### config.mk
export PLATFORM = sky130hd
export DESIGN_NAME = websocket_frame_deframer_core
export DESIGN_NICKNAME = d
export VERILOG_FILES = /design/src/rtl/wsfd_pkg.sv /design/src/rtl/wsfd_parser.sv /design/src/rtl/websocket_frame_deframer_core.sv
export SDC_FILE = /design/constraint.sdc
export NUM_CORES = 1
export LEC_CHECK = 0
export BUFFER_PORTS_ARGS = -buffer_cell sky130_fd_sc_hd__buf_2
export CAP_MARGIN = 0
export CORE_MARGIN = 2
export CORE_UTILIZATION = 40
export CTS_BUF_LIST = sky130_fd_sc_hd__clkbuf_8
export CTS_CLUSTER_DIAMETER = 200
export DETAILED_ROUTE_END_ITERATION = 12
export PLACE_DENSITY = 0.62
export SKIP_CTS_REPAIR_TIMING = 1
export SKIP_LAST_GASP = 1
export SYNTH_ARGS = -nofsm -noshare
export SYNTH_HDL_FRONTEND = slang
export SYNTH_HIERARCHICAL = 1
export SYNTH_SLANG_ARGS = --single-unit
export TNS_END_PERCENT = 50
### constraint.sdc
create_clock -name clk -period 14.3 [get_ports clk]
set_clock_uncertainty 0.1 [all_clocks]
set_input_delay 0 -clock clk [delete_from_list [all_inputs] [get_ports clk]]
set_output_delay 0 -clock clk [all_outputs]
set_load 0.005 [all_outputs]
### src/rtl/wsfd_pkg.sv
`timescale 1ns / 1ps
`default_nettype none

package wsfd_pkg;

	localparam int unsigned LEN_W = 63;

	localparam logic [6:0] LEN_CODE_16 = 7'd126;
	localparam logic [6:0] LEN_CODE_64 = 7'd127;

	localparam logic [LEN_W-1:0] EXT16_BYTES = LEN_W'(2);
	localparam logic [LEN_W-1:0] EXT64_BYTES = LEN_W'(8);
	localparam logic [LEN_W-1:0] KEY_BYTES   = LEN_W'(4);

	typedef struct packed {
		logic [7:0]       data;
		logic             fin;
		logic [3:0]       opcode;
		logic             masked;
		logic [LEN_W-1:0] length;
		logic             last;
		logic             empty;
	} wsfd_result_t;

endpackage

`default_nettype wire

### src/rtl/wsfd_parser.sv
`timescale 1ns / 1ps
`default_nettype none

module wsfd_parser
	import wsfd_pkg::*;
(
	input  wire logic         clk,
	input  wire logic         arst_n,
	input  wire logic         en,
	input  wire logic [7:0]   rx_byte,
	output logic              res_valid,
	output wsfd_result_t      res
);

	typedef enum logic [2:0] {
		PH_HDR0,
		PH_HDR1,
		PH_EXTLEN,
		PH_KEY,
		PH_PAYLOAD
	} phase_t;

	phase_t           phase_q, phase_d;
	logic [LEN_W-1:0] len_q, len_d;
	logic [LEN_W-1:0] cnt_q, cnt_d;
	logic [31:0]      key_q, key_d;
	logic             fin_q, fin_d;
	logic [3:0]       opc_q, opc_d;
	logic             mask_q, mask_d;

	always_comb begin
		logic [6:0]       code;
		logic [LEN_W-1:0] cnt_dec;
		logic [LEN_W-1:0] cnt_inc;
		logic [7:0]       key_byte;
		logic             len_done;
		logic             hdr_done;

		phase_d   = phase_q;
		len_d     = len_q;
		cnt_d     = cnt_q;
		key_d     = key_q;
		fin_d     = fin_q;
		opc_d     = opc_q;
		mask_d    = mask_q;
		code      = rx_byte[6:0];
		cnt_dec   = (cnt_q == '0) ? '0 : cnt_q - LEN_W'(1);
		cnt_inc   = cnt_q + LEN_W'(1);
		key_byte  = key_q[31:24];
		len_done  = 1'b0;
		hdr_done  = 1'b0;
		res_valid = 1'b0;
		res       = '0;

		case (phase_q)
			PH_HDR1: begin
				mask_d = rx_byte[7];
				len_d  = '0;
				if (code == LEN_CODE_16) begin
					cnt_d   = EXT16_BYTES;
					phase_d = PH_EXTLEN;
				end else if (code == LEN_CODE_64) begin
					cnt_d   = EXT64_BYTES;
					phase_d = PH_EXTLEN;
				end else begin
					len_d    = LEN_W'(code);
					len_done = 1'b1;
				end
			end
			PH_EXTLEN: begin
				len_d = {len_q[LEN_W-9:0], rx_byte};
				cnt_d = cnt_dec;
				if (cnt_dec == '0) begin
					len_done = 1'b1;
				end
			end
			PH_KEY: begin
				key_d = {key_q[23:0], rx_byte};
				cnt_d = cnt_dec;
				if (cnt_dec == '0) begin
					hdr_done = 1'b1;
				end
			end
			PH_PAYLOAD: begin
				case (cnt_q[1:0])
					2'd0: key_byte = key_q[31:24];
					2'd1: key_byte = key_q[23:16];
					2'd2: key_byte = key_q[15:8];
					default: key_byte = key_q[7:0];
				endcase
				cnt_d     = cnt_inc;
				res_valid = 1'b1;
				res.data  = mask_q ? (rx_byte ^ key_byte) : rx_byte;
				res.last  = (cnt_inc >= len_q);
				if (res.last) begin
					phase_d = PH_HDR0;
				end
			end
			default: begin
				fin_d   = rx_byte[7];
				opc_d   = rx_byte[3:0];
				phase_d = PH_HDR1;
			end
		endcase

		if (len_done) begin
			if (mask_d) begin
				key_d   = '0;
				cnt_d   = KEY_BYTES;
				phase_d = PH_KEY;
			end else begin
				hdr_done = 1'b1;
			end
		end

		if (hdr_done) begin
			if (len_d == '0) begin
				res_valid = 1'b1;
				res.data  = '0;
				res.last  = 1'b1;
				res.empty = 1'b1;
				phase_d   = PH_HDR0;
			end else begin
				cnt_d   = '0;
				phase_d = PH_PAYLOAD;
			end
		end

		res.fin    = fin_d;
		res.opcode = opc_d;
		res.masked = mask_d;
		res.length = len_d;
	end

	always_ff @(posedge clk or negedge arst_n) begin
		if (!arst_n) begin
			phase_q <= PH_HDR0;
			len_q   <= '0;
			cnt_q   <= '0;
			key_q   <= '0;
			fin_q   <= 1'b0;
			opc_q   <= '0;
			mask_q  <= 1'b0;
		end else if (en) begin
			phase_q <= phase_d;
			len_q   <= len_d;
			cnt_q   <= cnt_d;
			key_q   <= key_d;
			fin_q   <= fin_d;
			opc_q   <= opc_d;
			mask_q  <= mask_d;
		end
	end

endmodule

`default_nettype wire

### src/rtl/websocket_frame_deframer_core.sv
// Channel   Direction  Handshake             Payload
// rx        in         rx_valid / rx_ready   rx_byte
// out       out        out_valid / out_ready out_byte, frame_fin, frame_opcode,
//                                            was_masked, frame_length, is_last,
//                                            empty_frame
//
// One byte a cycle sustained while out is not stalled; a request passes from rx to out
// through the input register, then header/unmask logic into the result register.
// Header and key bytes produce nothing, but the last one of an empty frame yields its
// empty-frame marker as one request; each payload byte produces one request.
// Reset returns the parser to the first header byte and empties both stages.
// A stall on out holds the result register and, through it, the input stage.
`timescale 1ns / 1ps
`default_nettype none

module websocket_frame_deframer_core
	import wsfd_pkg::*;
(
	input  wire logic             clk,
	input  wire logic             arst_n,
	input  wire logic             rx_valid,
	output logic                  rx_ready,
	input  wire logic [7:0]       rx_byte,
	output logic                  out_valid,
	input  wire logic             out_ready,
	output logic [7:0]            out_byte,
	output logic                  frame_fin,
	output logic [3:0]            frame_opcode,
	output logic                  was_masked,
	output logic [LEN_W-1:0]      frame_length,
	output logic                  is_last,
	output logic                  empty_frame
);

	logic         valid_s1;
	logic [7:0]   byte_s1;
	logic         valid_s2;
	wsfd_result_t res_s2;
	logic         adv;
	logic         res_valid;
	wsfd_result_t res;

	assign adv      = valid_s1 && (!valid_s2 || out_ready);
	assign rx_ready = !valid_s1 || adv;

	wsfd_parser u_parser (
		.clk       (clk),
		.arst_n    (arst_n),
		.en        (adv),
		.rx_byte   (byte_s1),
		.res_valid (res_valid),
		.res       (res)
	);

	always_ff @(posedge clk or negedge arst_n) begin
		if (!arst_n) begin
			valid_s1 <= 1'b0;
			valid_s2 <= 1'b0;
		end else begin
			if (rx_ready) begin
				valid_s1 <= rx_valid;
			end
			if (adv && res_valid) begin
				valid_s2 <= 1'b1;
			end else if (out_ready) begin
				valid_s2 <= 1'b0;
			end
		end
	end

	always_ff @(posedge clk) begin
		if (rx_ready && rx_valid) begin
			byte_s1 <= rx_byte;
		end
		if (adv && res_valid) begin
			res_s2 <= res;
		end
	end

	assign out_valid    = valid_s2;
	assign out_byte     = res_s2.data;
	assign frame_fin    = res_s2.fin;
	assign frame_opcode = res_s2.opcode;
	assign was_masked   = res_s2.masked;
	assign frame_length = res_s2.length;
	assign is_last      = res_s2.last;
	assign empty_frame  = res_s2.empty;

endmodule

`default_nettype wire

==> summary.md <==
| Metric | Value |
|---|---|
| Status | finished with violations |
| Violated checks | hold timing |
| Final Cell Area | 18500 µm² |
| First-pass GRT wire length | 89300 µm |
| Achievable Freq | 0.154 GHz |
| Crit Path Max Fanout | 23 |
| Number of global-route vias before repair | 14700 |
| Core area | 40900 µm² |
| Final Hold Viols | 9 |
| DR vias | 15500 |
| Period utilization | 45.4% |
| Post-synthesis cell type count | 76 |
| Total Nets Final | 1990 |
| Buffers on Ports | 92 |
| Mux cell area share after synthesis | 0.856% |
| Largest family of logic cells by synthesized area | simple AND/OR/NAND/NOR gates |
| Antenna violations before repair | 0 |
| HPWL after DPL | 42100 µm |
| CP most frequent cell | nand2_1 |
| Hold slack | -31.3 ps |
| Multi-input gate area | 8920 µm² |
| Final min period | 6500 ps |
| Seq/Total Area, Yosys | 41.1% |
| Pin count of the biggest net entering global routing | 113 |
| Die height | 208 µm |
| Syn nets | 1969 |
| Mapped Area | 16700 µm² |
| Yosys warns | 6 |
| CTS tree | done |
| Leading cell type in the layout, fill and taps excluded | nand2_1 |
| CP Launch Type | register |
| Gate Count Post-Synth | 1890 |
| Total power | 4.24 mW |
| RSZ-0062 raised after global routing | no |
| Relative slew slack | 19.6% |
| Storage cell area | 6840 µm² |
| Synth Area in Compound Gates | 20.3% |
| Starting Density | 40.7% |
| Root buffer cell | clkbuf_8 |
| Post-Synth Adder-Cell Area | 5.03% |
| DRC | 0 |
| CTS sink cnt | 256 |
| Setup violators final | 0 |
| Yosys top cell by area | dfrtp_1 |
| VDD IR max | 0.149 mV |
| Drt total wl | 58900 µm |
| Post-synthesis async set-or-reset flop share | 66.0% |
| CP Data Arrival Time | 6840 ps |
| CP Buf/Inv Count | 0 |
| Setup crit end kind | register |
| Worst path cell trace | ha_1, nand3_1, or4_1, nor2b_1, nor3b_2, nand2_1, nor3_1, xor2_1, ha_1, nand2_1, nor3_1, nand2_1, nor4_1, nand4_1, a31oi_1, nor4_1, nand2_1, a31oi_1 |
| Setup TNS | 0 ps |
| Worst-margin pin slew | 1200 ps |
| Gr ovfl total | 0 |
| Drt initial violations | 1718 |
| Top FF cell, synth | dfrtp_1 |
| Htree depth | 2 |
| Die Wd | 208 µm |
| Area contributors post-synth | dfrtp_1 25%, edfxtp_1 16%, ha_1 5.0% |
| P_leak | 7.28 nW |
| Crit path kind | register to register |
| Post-synth EDFFs | 87 |
| Delay-heaviest family, CP | simple AND/OR/NAND/NOR gates |
| Fin. max-slew vios | 0 |
| RePlAce Congestion | 0.935 |
| Tot GR Track Use | 26.5% |
| IO Count | 93 |
| Synth top area share | 25.4% |
| Layout cells sized above 1 | 12.0% |
| P&R area growth vs syn | 11.3% |
| Post-DP Area | 17400 µm² |
| Post-DRT Antenna Nets | 0 |
| TritonRoute pass-1 iters | 6 |
| Max Buffers Root-to-Sink | 3 |
| Die area | 43300 µm² |
| Drt wl/cell | 23.7 µm |
| Worst path max stage delay | 750 ps |
| Clock Latency Late Sink | 630 ps |
| Max Cap Viol | 0 |
| CP Data Required Time | 14650 ps |
| Xor and xnor area share after synthesis | 5.68% |
| Std cell rows | 74 |
| Filler cells | 3960 |
| Worst min-delay path class | primary input to async pin |
| Crit-path slowest cell | ha_1 |
| Post-Syn Area per Cell | 8.81 µm² |
| Clock buffer count from CTS | 45 |
| Power per cell area | 229 nW/µm² |
| Reg clk slew, reported paths | 70 ps |
| #FFs+latches synth | 256 |
| DR vias/cell | 6.25 |
| Synth Area in Simple Gates | 21.4% |
| Highest-count cells in the layout ignoring fill and taps | 199 x nand2_1, 169 x dfrtp_1, 157 x o21ai_0, 124 x nor2_1, 91 x buf_2 |
-- layout make-up --
| type | instances | area share (%) |
|---|---|---|
| Antenna cell | 1 | 0.0135 |
| Multi-Input combinational cell | 1394 | 48.1 |
| Clock inverter | 29 | 1.23 |
| Timing Repair Buffer | 132 | 4.39 |
| Sequential cell | 256 | 36.9 |
| Clock buffer | 55 | 4.08 |
| Tap cell | 532 | 3.59 |
| Inverter | 82 | 1.66 |
-- cell usage after synthesis, drive strengths merged, types with 21 or more instances --
| library cell | number |
|---|---|
| or4 | 21 |
| nand3 | 65 |
| clkbuf | 132 |
| nor4 | 61 |
| dfrtp | 169 |
| a211oi | 21 |
| nand4 | 41 |
| o21ai | 159 |
| a22oi | 22 |
| buf | 26 |
| nor3 | 56 |
| xnor2 | 68 |
| inv | 82 |
| nor2b | 21 |
| o22ai | 48 |
| nor2 | 125 |
| edfxtp | 87 |
| nand2 | 199 |
| ha | 67 |
| xor2 | 40 |
| a22o | 65 |
| a21oi | 90 |
-- logic make-up (layout without fill, tap and decap cells) --
kind of cell / Yosys count / after routing
simple gates: 689 / 689
mux: 13 / 13
other cells: 0 / 1
compound gates: 517 / 517
fa+ha+maj: 67 / 67
flops: 256 / 256
xor+xnor: 108 / 108
buf+inv: 240 / 298
-- sequential cells by signal, summed over array words and instances (netlist names) --
name,flops
u_parser/cnt_q,63
frame_opcode,4
out_byte,8
valid_s1,1
u_parser/phase_q,3
frame_length,63
u_parser/key_q,32
u_parser/len_q,63
byte_s1,8
out_valid,1
is_last,1
empty_frame,1
frame_fin,1
u_parser/fin_q,1
was_masked,1
u_parser/opc_q,4
u_parser/mask_q,1
-- through the flow --
step | std cells | setup slack [ps] | utilization [%]
floorplan | 1890 | 6360 | -
global placement | 2377 | 7990 | 42.4
detailed placement | 2377 | 7790 | 42.4
CTS | 2461 | 7710 | 44.8
global route | 2480 | 7270 | 45.3
finish | 2481 | 7800 | 45.3
-- routing by layer --
metal | share of wire [%] | vias up | routed length, µm | track usage, %
met5 | 0 | - | 0 | 0
met4 | 3.5 | 0 | 2070 | 10.5
met3 | 8.7 | 114 | 5150 | 4.77
met2 | 45 | 796 | 26300 | 40.4
met1 | 43 | 7576 | 25400 | 37.2
li1 | - | 7014 | - | -
-- power breakdown --
part,internal [mW],total [mW],switching (mW)
clock,0.407,0.735,0.328
sequential,1.01,1.33,0.322
combinational,0.762,2.18,1.42
-- worst paths after layout --
check	startpoint	to	slack (ps)	depth (start not counted)
worst max-delay path	u_parser/cnt_q[0]	u_parser/phase_q[2]	7800	18
worst min-delay path	arst_n	u_parser/opc_q[3]	-30	2
worst max register to register	u_parser/cnt_q[0]	u_parser/phase_q[2]	7800	18
worst min register to register	u_parser/key_q[26]	u_parser/key_q[26]	400	1
max in group asynchronous	arst_n	u_parser/len_q[58]	12570	3
min in group clk	rx_byte[5]	byte_s1[5]	10	2
No activity file was read; power rests on OpenSTA's default activity.
